### config.mk
export PLATFORM = sky130hd
export DESIGN_NAME = byte_transition_profiler
export DESIGN_NICKNAME = d
export VERILOG_FILES = /design/src/rtl/btp_pkg.sv /design/src/rtl/btp_ctrl.sv /design/src/rtl/btp_datapath.sv /design/src/rtl/byte_transition_profiler.sv
export SDC_FILE = /design/constraint.sdc
export NUM_CORES = 1
export LEC_CHECK = 0
export BUFFER_PORTS_ARGS = -buffer_cell sky130_fd_sc_hd__buf_2
export CORE_MARGIN = 8
export CORE_UTILIZATION = 45
export CTS_CLUSTER_DIAMETER = 40
export CTS_CLUSTER_SIZE = 14
export DETAILED_ROUTE_END_ITERATION = 10
export RECOVER_POWER = 100
export SYNTH_ARGS = -nofsm -noshare
export SYNTH_HDL_FRONTEND = slang
export SYNTH_HIERARCHICAL = 1
export SYNTH_SLANG_ARGS = --single-unit
### constraint.sdc
create_clock -name clk -period 12.5 [get_ports clk]
set_input_delay 0.625 -clock clk [delete_from_list [all_inputs] [get_ports clk]]
set_output_delay 0.625 -clock clk [all_outputs]
set_load 0.05 [all_outputs]
### src/rtl/btp_pkg.sv
`default_nettype none

package btp_pkg;

  localparam int unsigned ADDR_W   = 64;
  localparam int unsigned LEN_W    = 32;
  localparam int unsigned ID_W     = 15;
  localparam int unsigned DEV_W    = 16;
  localparam int unsigned IDR_W    = 17;
  localparam int unsigned DEVR_W   = 18;
  localparam int unsigned FRAC_W   = 16;
  // Dividend is tally * 2^16 plus half the divisor, which can carry into bit 32.
  localparam int unsigned DVD_W    = 33;
  localparam int unsigned QUO_W    = 18;
  localparam int unsigned CNT_W    = 6;

  localparam logic [LEN_W-1:0] LEN_MAX = '1;
  localparam logic [ID_W-1:0]  ID_MAX  = '1;
  localparam logic [DEV_W-1:0] DEV_MAX = '1;

  typedef enum logic [1:0] {
    ST_ACCEPT,
    ST_PREP,
    ST_DIVIDE,
    ST_FINISH
  } state_t;

  typedef struct packed {
    logic accept;
    logic prep;
    logic step;
    logic load;
  } cmd_t;

  typedef struct packed {
    logic div_last;
  } status_t;

  typedef struct packed {
    logic [3:0] ids;
    logic [4:0] dev;
  } score_t;

  // Scores the eight tokens of one adjacent byte pair.
  function automatic score_t pair_score(input logic [7:0] a, input logic [7:0] b);
    score_t     s;
    logic [1:0] sa;
    logic [1:0] sb;
    logic [1:0] xa;
    logic [1:0] xb;
    logic [1:0] ds;
    logic [1:0] dd;
    s = '0;
    for (int k = 0; k < 4; k++) begin
      sa = {1'b0, a[2*k+1]} + {1'b0, a[2*k]};
      sb = {1'b0, b[2*k+1]} + {1'b0, b[2*k]};
      xa = {1'b0, a[2*k+1]} + {1'b0, b[2*k]};
      xb = {1'b0, a[2*k]} + {1'b0, b[2*k+1]};
      ds = (sa > sb) ? sa - sb : sb - sa;
      dd = (xa > xb) ? xa - xb : xb - xa;
      s.ids = s.ids + 4'(ds == 2'd0) + 4'(dd == 2'd0);
      s.dev = s.dev + 5'(ds) + 5'(dd);
    end
    return s;
  endfunction

endpackage

`default_nettype wire

### src/rtl/btp_ctrl.sv
`default_nettype none

module btp_ctrl (
  input  wire              clk,
  input  wire              rst,
  input  wire              in_valid,
  output logic             in_ready,
  input  wire              last_byte,
  output logic             out_valid,
  input  wire              out_ready,
  output btp_pkg::cmd_t    cmd,
  input  wire btp_pkg::status_t status
);

  btp_pkg::state_t state;
  btp_pkg::state_t state_next;
  logic            out_valid_next;

  always_ff @(posedge clk) begin
    if (rst) begin
      state     <= btp_pkg::ST_ACCEPT;
      out_valid <= 1'b0;
    end else begin
      state     <= state_next;
      out_valid <= out_valid_next;
    end
  end

  always_comb begin
    state_next = state;
    cmd        = '0;
    in_ready   = 1'b0;
    unique case (state)
      btp_pkg::ST_ACCEPT: begin
        in_ready   = 1'b1;
        cmd.accept = in_valid;
        if (in_valid && last_byte) begin
          state_next = btp_pkg::ST_PREP;
        end
      end
      btp_pkg::ST_PREP: begin
        cmd.prep   = 1'b1;
        state_next = btp_pkg::ST_DIVIDE;
      end
      btp_pkg::ST_DIVIDE: begin
        cmd.step = 1'b1;
        if (status.div_last) begin
          state_next = btp_pkg::ST_FINISH;
        end
      end
      btp_pkg::ST_FINISH: begin
        // The output register may still hold the previous region's result.
        if (!out_valid || out_ready) begin
          cmd.load   = 1'b1;
          state_next = btp_pkg::ST_ACCEPT;
        end
      end
      default: begin
        state_next = btp_pkg::ST_ACCEPT;
      end
    endcase

    out_valid_next = out_valid;
    if (cmd.load) begin
      out_valid_next = 1'b1;
    end else if (out_ready) begin
      out_valid_next = 1'b0;
    end
  end

endmodule

`default_nettype wire

### src/rtl/btp_datapath.sv
`default_nettype none

module btp_datapath #(
  parameter int unsigned SAMPLE_LIMIT = 4096
) (
  input  wire                               clk,
  input  wire                               rst,
  input  wire btp_pkg::cmd_t                cmd,
  output btp_pkg::status_t                  status,
  input  wire  [7:0]                        data_byte,
  input  wire                               last_byte,
  input  wire  [btp_pkg::ADDR_W-1:0]        region_address,
  output logic [btp_pkg::ADDR_W-1:0]        out_address,
  output logic [btp_pkg::LEN_W-1:0]         region_length,
  output logic [btp_pkg::ID_W-1:0]          identity_count,
  output logic [btp_pkg::DEV_W-1:0]         deviation_sum,
  output logic [btp_pkg::IDR_W-1:0]         identity_ratio,
  output logic [btp_pkg::DEVR_W-1:0]        deviation_ratio
);

  localparam int unsigned NW    = $clog2(SAMPLE_LIMIT + 1);
  localparam int unsigned TOT_W = NW + 3;
  localparam logic [btp_pkg::LEN_W-1:0] LIMIT = btp_pkg::LEN_W'(SAMPLE_LIMIT);

  // Region accumulators.
  logic [7:0]                  prev_byte;
  logic [btp_pkg::LEN_W-1:0]   bytes_seen;
  logic [btp_pkg::ID_W-1:0]    id_tally;
  logic [btp_pkg::DEV_W-1:0]   dev_tally;

  // Snapshot of a finished region.
  logic [btp_pkg::ADDR_W-1:0]  snap_addr;
  logic [btp_pkg::LEN_W-1:0]   snap_len;
  logic [btp_pkg::ID_W-1:0]    snap_id;
  logic [btp_pkg::DEV_W-1:0]   snap_dev;
  logic [NW-1:0]               snap_n;
  logic [TOT_W-1:0]            total;

  // Two restoring division lanes sharing one step counter.
  logic [btp_pkg::DVD_W-1:0]   dvd_id;
  logic [btp_pkg::DVD_W-1:0]   dvd_dev;
  logic [TOT_W-1:0]            rem_id;
  logic [TOT_W-1:0]            rem_dev;
  logic [btp_pkg::QUO_W-1:0]   quo_id;
  logic [btp_pkg::QUO_W-1:0]   quo_dev;
  logic [btp_pkg::CNT_W-1:0]   step_cnt;

  btp_pkg::score_t             score;
  logic                        in_window;
  logic                        do_tally;
  logic [btp_pkg::ID_W:0]      id_sum;
  logic [btp_pkg::DEV_W:0]     dev_sum;
  logic [btp_pkg::ID_W-1:0]    id_upd;
  logic [btp_pkg::DEV_W-1:0]   dev_upd;
  logic [btp_pkg::LEN_W-1:0]   len_upd;
  logic [NW-1:0]               n_upd;
  logic [TOT_W-1:0]            total_calc;
  logic [TOT_W:0]              rsh_id;
  logic [TOT_W:0]              rsh_dev;
  logic                        ge_id;
  logic                        ge_dev;

  always_comb begin
    score     = btp_pkg::pair_score(prev_byte, data_byte);
    in_window = bytes_seen < LIMIT;
    do_tally  = (bytes_seen != '0) && in_window;
    id_sum    = {1'b0, id_tally} + (btp_pkg::ID_W + 1)'(score.ids);
    dev_sum   = {1'b0, dev_tally} + (btp_pkg::DEV_W + 1)'(score.dev);
    id_upd    = id_tally;
    dev_upd   = dev_tally;
    if (do_tally) begin
      id_upd  = (id_sum > (btp_pkg::ID_W + 1)'(btp_pkg::ID_MAX)) ?
                btp_pkg::ID_MAX : id_sum[btp_pkg::ID_W-1:0];
      dev_upd = dev_sum[btp_pkg::DEV_W] ? btp_pkg::DEV_MAX : dev_sum[btp_pkg::DEV_W-1:0];
    end
    len_upd = (bytes_seen == btp_pkg::LEN_MAX) ? bytes_seen : bytes_seen + 1'b1;
    // Count of sampled bytes including this one; never exceeds the limit.
    n_upd   = in_window ? NW'(bytes_seen) + 1'b1 : NW'(SAMPLE_LIMIT);

    total_calc = (snap_n >= NW'(2)) ? {snap_n - 1'b1, 3'b000} : '0;

    rsh_id  = {rem_id, dvd_id[btp_pkg::DVD_W-1]};
    rsh_dev = {rem_dev, dvd_dev[btp_pkg::DVD_W-1]};
    ge_id   = rsh_id >= {1'b0, total};
    ge_dev  = rsh_dev >= {1'b0, total};

    status.div_last = step_cnt == btp_pkg::CNT_W'(btp_pkg::DVD_W - 1);
  end

  always_ff @(posedge clk) begin
    if (rst) begin
      prev_byte  <= '0;
      bytes_seen <= '0;
      id_tally   <= '0;
      dev_tally  <= '0;
    end else if (cmd.accept) begin
      if (last_byte) begin
        prev_byte  <= '0;
        bytes_seen <= '0;
        id_tally   <= '0;
        dev_tally  <= '0;
      end else begin
        prev_byte  <= data_byte;
        bytes_seen <= len_upd;
        id_tally   <= id_upd;
        dev_tally  <= dev_upd;
      end
    end
  end

  always_ff @(posedge clk) begin
    if (cmd.accept && last_byte) begin
      snap_addr <= region_address;
      snap_len  <= len_upd;
      snap_id   <= id_upd;
      snap_dev  <= dev_upd;
      snap_n    <= n_upd;
    end

    if (cmd.prep) begin
      total    <= total_calc;
      dvd_id   <= {2'b00, snap_id, btp_pkg::FRAC_W'(0)} +
                  btp_pkg::DVD_W'(total_calc >> 1);
      dvd_dev  <= {1'b0, snap_dev, btp_pkg::FRAC_W'(0)} +
                  btp_pkg::DVD_W'(total_calc >> 1);
      rem_id   <= '0;
      rem_dev  <= '0;
      quo_id   <= '0;
      quo_dev  <= '0;
      step_cnt <= '0;
    end else if (cmd.step) begin
      dvd_id   <= dvd_id << 1;
      dvd_dev  <= dvd_dev << 1;
      rem_id   <= ge_id ? TOT_W'(rsh_id - {1'b0, total}) : rsh_id[TOT_W-1:0];
      rem_dev  <= ge_dev ? TOT_W'(rsh_dev - {1'b0, total}) : rsh_dev[TOT_W-1:0];
      quo_id   <= {quo_id[btp_pkg::QUO_W-2:0], ge_id};
      quo_dev  <= {quo_dev[btp_pkg::QUO_W-2:0], ge_dev};
      step_cnt <= step_cnt + 1'b1;
    end

    if (cmd.load) begin
      out_address    <= snap_addr;
      region_length  <= snap_len;
      identity_count <= snap_id;
      deviation_sum  <= snap_dev;
      // A region of fewer than two bytes has no tokens and reports zero ratios.
      if (total == '0) begin
        identity_ratio  <= '0;
        deviation_ratio <= '0;
      end else begin
        identity_ratio  <= quo_id[btp_pkg::IDR_W-1:0];
        deviation_ratio <= quo_dev[btp_pkg::DEVR_W-1:0];
      end
    end
  end

endmodule

`default_nettype wire

### src/rtl/byte_transition_profiler.sv
`default_nettype none

// Byte transition profiler. Bytes of a region arrive one per transaction, at
// up to one per clock, and each adjacent pair within the first SAMPLE_LIMIT
// bytes adds its eight tokens to the identity and deviation tallies. The
// transaction that carries last_byte closes the region: after a setup state,
// a bit-serial restoring divider produces both ratios in parallel at one
// quotient bit per cycle over a 33-bit dividend, and a finish state then
// moves the result into the output register, waiting while the previous
// result has not yet been taken. The input is closed from the closing
// transaction until that move. The input stays open while a result waits
// in the output register.
module byte_transition_profiler #(
  parameter int unsigned SAMPLE_LIMIT = 4096
) (
  input  wire                               clk,
  input  wire                               rst,
  input  wire                               in_valid,
  output logic                              in_ready,
  input  wire  [7:0]                        data_byte,
  input  wire                               last_byte,
  input  wire  [btp_pkg::ADDR_W-1:0]        region_address,
  output logic                              out_valid,
  input  wire                               out_ready,
  output logic [btp_pkg::ADDR_W-1:0]        out_address,
  output logic [btp_pkg::LEN_W-1:0]         region_length,
  output logic [btp_pkg::ID_W-1:0]          identity_count,
  output logic [btp_pkg::DEV_W-1:0]         deviation_sum,
  output logic [btp_pkg::IDR_W-1:0]         identity_ratio,
  output logic [btp_pkg::DEVR_W-1:0]        deviation_ratio
);

  btp_pkg::cmd_t    cmd;
  btp_pkg::status_t status;

  btp_ctrl u_ctrl (
    .clk       (clk),
    .rst       (rst),
    .in_valid  (in_valid),
    .in_ready  (in_ready),
    .last_byte (last_byte),
    .out_valid (out_valid),
    .out_ready (out_ready),
    .cmd       (cmd),
    .status    (status)
  );

  btp_datapath #(
    .SAMPLE_LIMIT (SAMPLE_LIMIT)
  ) u_datapath (
    .clk             (clk),
    .rst             (rst),
    .cmd             (cmd),
    .status          (status),
    .data_byte       (data_byte),
    .last_byte       (last_byte),
    .region_address  (region_address),
    .out_address     (out_address),
    .region_length   (region_length),
    .identity_count  (identity_count),
    .deviation_sum   (deviation_sum),
    .identity_ratio  (identity_ratio),
    .deviation_ratio (deviation_ratio)
  );

  // Closing a region blocks the input until its result is formed.
  a_close_blocks_input: assert property (@(posedge clk) disable iff (rst)
    (in_valid && in_ready && last_byte) |=> !in_ready)
    else $error("input open right after a region was closed");

  a_density_range: assert property (@(posedge clk) disable iff (rst)
    out_valid |-> (identity_ratio <= btp_pkg::IDR_W'(65536)))
    else $error("identity_ratio above 1.0");

  a_energy_range: assert property (@(posedge clk) disable iff (rst)
    out_valid |-> (deviation_ratio <= btp_pkg::DEVR_W'(131072)))
    else $error("deviation_ratio above 2.0");

  a_short_region: assert property (@(posedge clk) disable iff (rst)
    (out_valid && (region_length < btp_pkg::LEN_W'(2))) |->
      (identity_count == '0 && deviation_sum == '0 &&
       identity_ratio == '0 && deviation_ratio == '0))
    else $error("short region reported nonzero tallies");

endmodule

`default_nettype wire
==> results of run 1 <==
[kinds of logic after synthesis]
kind of cell | after synthesis | share of synthesized area [%]
xor+xnor | 76 | 2.909
mux | 92 | 4.287
flops | 510 | 60.50
buf+inv | 171 | 2.920
compound gates | 321 | 9.592
simple gates | 569 | 12.36
fa+ha+maj | 119 | 7.426
[registers in the layout, indices dropped and copies added (netlist names), 17 cells and up]
| name | cells |
|---|---|
| u_datapath/bytes_seen | 32 |
| u_datapath/deviation_ratio | 18 |
| u_datapath/dvd_dev | 19 |
| u_datapath/dvd_id | 29 |
| u_datapath/identity_ratio | 17 |
| u_datapath/out_address | 64 |
| u_datapath/quo_dev | 18 |
| u_datapath/quo_id | 17 |
| u_datapath/region_length | 32 |
| u_datapath/snap_addr | 64 |
| u_datapath/snap_len | 32 |
[routing by layer]
metal  global-route usage, %  routed length (um)  vias up
met1                   22.31               22420     7249
met2                   29.05               24740      329
met5                       0                  12        -
li1                        -                   -     7366
met3                   3.515                2543       89
met4                   5.445                1182        2
[power by group through the flow]
stage	clock, mW	combinational [mW]	sequential (mW)
after floorplan	0	1.28	2.45
after global placement	0	1.85	2.31
after detailed placement	0	1.88	2.32
after CTS	2.14	1.89	2.28
after global routing	2.22	2.11	2.32
final	2.09	1.86	2.29
[worst paths after layout]
kind | depth (start not counted) | endpoint | from
worst max-delay path | 9 | u_datapath/snap_n[4] | u_ctrl/state[0]
worst max register to register | 9 | u_datapath/snap_n[4] | u_ctrl/state[0]
worst min-delay path | 1 | u_datapath/snap_addr[29] | region_address[29]
worst min register to register | 0 | u_datapath/region_length[17] | u_datapath/snap_len[17]
[cell usage in the layout (no fill, tap or decap), drive strengths merged, types with 29 or more instances in the layout]
cell type / count
buf: 80
and2: 53
xnor2: 52
nor3: 42
nand2: 130
edfxtp: 363
inv: 105
nand3: 51
ha: 91
clkinv: 29
clkbuf: 258
nor2: 164
mux2: 48
o21ai: 72
mux2i: 44
dfxtp: 147
a21oi: 69
[worst max-delay path, cell delays in order, from the launching register on]
cell and delay (ns):
dfxtp_1 0.32, inv_1 0.13, ha_1 0.25, and2_1 0.15, clkbuf_1 1.30, inv_1 0.15
clkbuf_1 0.61, nor2_4 0.24, clkbuf_1 2.62, buf_4 1.15
[through the flow]
stage,cells,total power [mW],util (%)
2_1_floorplan,1858,3.730,-
3_3_place_gp,2697,4.155,49.27
3_5_place_dp,2697,4.196,49.27
4_1_cts,2840,6.311,54.39
5_1_grt,2841,6.652,53.78
6_report,2842,6.246,53.79
[final cells by class]
type / count / area share (%)
antenna: 2 / 0.01855
clock buffer: 83 / 7.224
clock inverter: 60 / 2.300
inverter: 83 / 1.154
multi-input combinational: 1177 / 30.93
sequential: 510 / 51.30
tap: 672 / 3.116
timing repair buffer: 255 / 3.964
==> impl_metrics.toml, run 1 <==
[status]
status = "complete, but fails checks"
failed_checks = "max-capacitance violations, max-slew violations"

[synthesis]
synth_area_per_cell_um2 = 12.31
ys.flop_type = "edfxtp_1"
ys_ff_latch = 510
ys_warn_count = 6
synthTopCellsByArea = "edfxtp_1 (48%), dfxtp_1 (13%), ha_1 (5.0%)"
synth-async-reset-ratio_pct = 0
yosysMostFrequentCell = "edfxtp_1"
synth.largest_area_cell = "edfxtp_1"
syn-num-nets = 2054
synthCells = 1858
synth-edff-count = 363
synthTopCellsByCount = "edfxtp_1 (363), nor2_1 (164), dfxtp_1 (147)"
synth_cell_types = 79
synth.cell_area_um2 = 22880
netlist.area_leader.share_pct = 47.64
seq_area_frac_synth_pct = 60.50

[sta]
final.min_clock_period_ns = 7.407
max_slew.worst_pin.slew_ns = 4.178
rsz0062_at_grt = "false"
fin_crit_sh_pct = 59.25
relSlewSlack_pct = -178.5
slew_viol_final = 515
timing.fmax_mhz = 135.0
whs_ns = 0.1986
hold_violations = 0
setup_tns_ns = 0
clock_skew_ns = 0.02585
fin_ws_ns = 5.093
report.final.setup_viol = 0

[die]
die_area_um2 = 58320
start_util_pct = 45.61
die_w_um = 241.5
dieHeight_um = 241.5
io_pins = 241
core_um2 = 50170
placementRows = 82

[place]
placed_cell_area_um2 = 24720
hpwlAfterDp_um = 35140
place_ws_ns = 5.661
io_buffers = 240
place_congestion = 0.8336

[pwr]
p_leak_nw = 9.974
seq_power_share_pct = 36.7
p_int_mw = 4.118
ir_drop_v = 0.0002509
p_per_area_nw_per_um2 = 231.4
power.share.clock_pct = 33.4
power_switching_mw = 2.128
swShare_pct = 34.07
pwr-share-comb_pct = 29.8

[cts]
hold_buffers = 0
numCtsBuffers = 77
post_cts_resize_count = 0
clk_latency_ns = 0.60
cts_setup_buffers = 0
htreeDepth = 3
clock_sinks = 510
clockBufferDepth = 3
clkTransAtPathRegs_ns = 0.06
root_buffer = "clkbuf_16"
cts_tree = "done"

[routing]
totalWireLength_um = 50890
dr.pass1.iters = 5
vias_per_cell = 5.290
ant_nets = 0
vias = 15040
wl_per_cell_um = 17.91
drt_iter0_markers = 1168
drc = 0

[setup_path]
cp_data_arrival_time_ns = 7.61
required_ns = 12.70
start_kind = "flop"
worstSetupPathType = "reg -> reg"
cp_max_fo = 80
r2r_slack_ns = 5.09
cp-end-kind = "flop"

[cells_and_area]
drive_gt1_share_pct = 12.92
nNetsFinal = 2300
finish.instance_area_um2 = 26990
areaGrowthSynthToFinish_pct = 17.94
filler_cell_count = 4367
multiInputGateArea_um2 = 8346
regArea_um2 = 13840

[job]
cap_violations = 10

[global_routing]
grt_max_degree = 90
grt_first_pass_wirelength_um = 80750
track_usage_pct = 17.28
antenna_found_initial = 2
gr-total-overflow = 0
grt_pass1_vias = 14790

[hold_path]
hp-class = "in -> reg"
No activity file was read; power rests on OpenSTA's default activity.
==> run 2, diff against run 1 <==
--- a/config.mk
+++ b/config.mk
@@ -5,6 +5,7 @@
 export SDC_FILE = /design/constraint.sdc
 export NUM_CORES = 1
 export LEC_CHECK = 0
+export ABC_AREA = 1
 export BUFFER_PORTS_ARGS = -buffer_cell sky130_fd_sc_hd__buf_2
 export CORE_MARGIN = 8
 export CORE_UTILIZATION = 45
==> constraint.sdc (replaced) <==
create_clock -name clk -period 7.55 [get_ports clk]
set_input_delay 0.3775 -clock clk [delete_from_list [all_inputs] [get_ports clk]]
set_output_delay 0.3775 -clock clk [all_outputs]
set_load 0.05 [all_outputs]
==> impl_metrics.toml, run 2 <==
[routing]
totalWireLength_um = 54300
drt_iter0_markers = 1118
wl_per_cell_um = 16.12
drc = 0
ant_nets = 0
vias = 16580
dr.pass1.iters = 5
vias_per_cell = 4.921

[synthesis]
synthCells = 2298
ys.flop_type = "edfxtp_1"
seq_area_frac_synth_pct = 59.44
syn-num-nets = 2494
synth_cell_types = 58
synthTopCellsByArea = "edfxtp_1 (47%), dfxtp_1 (13%), nand2_1 (10%)"
ys_ff_latch = 510
synth.cell_area_um2 = 23290
ys_warn_count = 6
netlist.area_leader.share_pct = 46.81
yosysMostFrequentCell = "nand2_1"
synth.largest_area_cell = "edfxtp_1"
synth_area_per_cell_um2 = 10.13
synth-async-reset-ratio_pct = 0
synth-edff-count = 363
synthTopCellsByCount = "nand2_1 (649), edfxtp_1 (363), inv_1 (262)"

[die]
start_util_pct = 45.49
die_w_um = 243.5
io_pins = 241
core_um2 = 51200
dieHeight_um = 243.5
die_area_um2 = 59290
placementRows = 83

[global_routing]
grt_first_pass_wirelength_um = 87520
track_usage_pct = 18.06
gr-total-overflow = 0
grt_max_degree = 163
antenna_found_initial = 0
grt_pass1_vias = 16580

[cts]
clkTransAtPathRegs_ns = 0.06
htreeDepth = 3
cts_tree = "done"
clk_latency_ns = 0.61
clock_sinks = 510
clockBufferDepth = 3
cts_setup_buffers = 0
root_buffer = "clkbuf_16"
post_cts_resize_count = 0
numCtsBuffers = 76

[setup_path]
ff2ff_path_depth = 24
cp-startpoint = "u_datapath/prev_byte[1]"
r2r_slack_ns = 1.52
cp-end-kind = "flop"
start_kind = "flop"
r2r-end = "u_datapath/dev_tally[14]"
cp_max_fo = 11
r2r-start = "u_datapath/prev_byte[1]"
worstSetupPathType = "reg -> reg"
cp_data_arrival_time_ns = 6.47
required_ns = 7.99
critical_path.endpoint = "u_datapath/dev_tally[14]"

[job]
cap_violations = 9

[place]
io_buffers = 240
hpwlAfterDp_um = 37170
place_congestion = 0.8632

[cells_and_area]
filler_cell_count = 4508
top_regs = "u_datapath/out_address x64, u_datapath/snap_addr x64"
layout_commonest_cell = "nand2_1"
final_cell_mix = "nand2_1 (652), edfxtp_1 (363), inv_1 (261), clkbuf_1 (182), nor2_1 (170)"
diodes = 0
drive_gt1_share_pct = 10.04
nNetsFinal = 2821
areaGrowthSynthToFinish_pct = 20.25

[sta]
hold_violations = 0
clock_skew_ns = 0.02538
report.final.setup_viol = 0
max_slew.worst_pin.slew_ns = 4.404
fin_crit_sh_pct = 79.88
final.min_clock_period_ns = 6.031
rsz0062_at_grt = "false"
slew_viol_final = 643
timing.fmax_mhz = 165.8
relSlewSlack_pct = -193.6
setup_tns_ns = 0

[pwr]
p_leak_nw = 11.15
p_per_area_nw_per_um2 = 376.3
ir_drop_v = 0.0002214
power.total_mw = 10.54

[status]
status = "complete, but fails checks"
failed_checks = "max-capacitance violations, max-slew violations"

[hold_path]
hp-class = "in -> reg"
run 2: changes by cell type after synthesis, sizes merged, moves of 39 or more:
cell,before,now
inv,83,272
nand2,130,658
mux2i,44,0
nand3,51,108
o22ai,0,39
mux2,48,0
and2,53,7
run 2: timing repair:
action | 4_1_cts | 5_1_grt
hold buffers | 64 | 0
endpoints found under the setup margin | 0 | 0
hold endpoints to repair | 64 | 0
run 2: worst max-delay path, stage by stage, from the launching register on:
cell	delay (ns)
dfxtp_1	0.32
ha_1	0.31
inv_1	0.05
ha_1	0.21
fa_1	0.37
a21oi_1	0.17
nor2_1	0.07
a21oi_1	0.23
fa_1	0.49
fa_1	0.53
fa_1	0.55
inv_1	0.05
fa_1	0.50
inv_1	0.07
fa_1	0.51
nand3_1	0.13
nand3_1	0.13
nand2_1	0.08
o21ai_0	0.17
nand2_1	0.41
nand3_1	0.13
nand2_1	0.08
o21ai_0	0.13
nand2_1	0.09
a21oi_1	0.10
run 2: where the power goes:
part / internal, mW / switching [mW]
sequential: 3.65 / 0.176
clock: 2.16 / 1.37
combinational: 0.972 / 2.21
total: 6.78 / 3.76
run 2: stage by stage:
step                std cells  hold WS, ns  setup slack, ns  utilization (%)  cell area [um2]
floorplan                2298       0.4003            2.289                -            23290
global placement         3163       0.4004            1.669            49.10            25140
detailed placement       3163       0.4045            1.524            49.10            25140
CTS                      3369      0.01736            1.700            55.49            28410
global route             3369      0.04786           0.9477            54.70            28000
finish                   3369      0.05234            1.519            54.70            28000
run 2: area by class of cell:
class                      count  area [um2]  area share (%)
tap                          680       850.8           3.038
clock buffer                  89        2033           7.260
timing repair buffer         316        1687           6.023
multi-input combinational   1446        7953           28.40
clock inverter                53       596.8           2.131
inverter                     275        1041           3.717
sequential                   510       13840           49.43
run 2: logic make-up (layout without fill, tap and decap cells):
logic type / Yosys count / in the layout / share of synthesized area, %
AOI/OAI and AO/OA: 226 / 226 / 5.765
xor gates and xnor gates: 58 / 58 / 2.181
adders and majority gates: 119 / 119 / 7.296
buffers and inverters: 342 / 733 / 6.001
DFF: 510 / 510 / 59.44
and+or+nand+nor: 1043 / 1043 / 19.31
run 2: how the worst min path moves through the flow:
stage	start	endpoint	slack, ns	cells after the start
after detailed placement	u_datapath/snap_addr[26]	u_datapath/out_address[26]	0.40	0
after global routing	data_byte[0]	u_datapath/prev_byte[0]	0.05	3
final	data_byte[4]	u_datapath/prev_byte[4]	0.05	3
after floorplan	u_datapath/snap_addr[0]	u_datapath/out_address[0]	0.40	0
after CTS	data_byte[4]	u_datapath/prev_byte[4]	0.02	3
after global placement	u_datapath/snap_addr[9]	u_datapath/out_address[9]	0.40	0
run 2: layer usage:
layer  up-vias  share of wire, %  track usage [%]  routed length, um
li1       8311                 -                -                  -
met1      7824                44            22.96              23800
met2       348                49            30.78              26480
met3        97               5.0            3.578               2723
met4         0               2.4            5.783               1299
met5         -                 0                0                  0
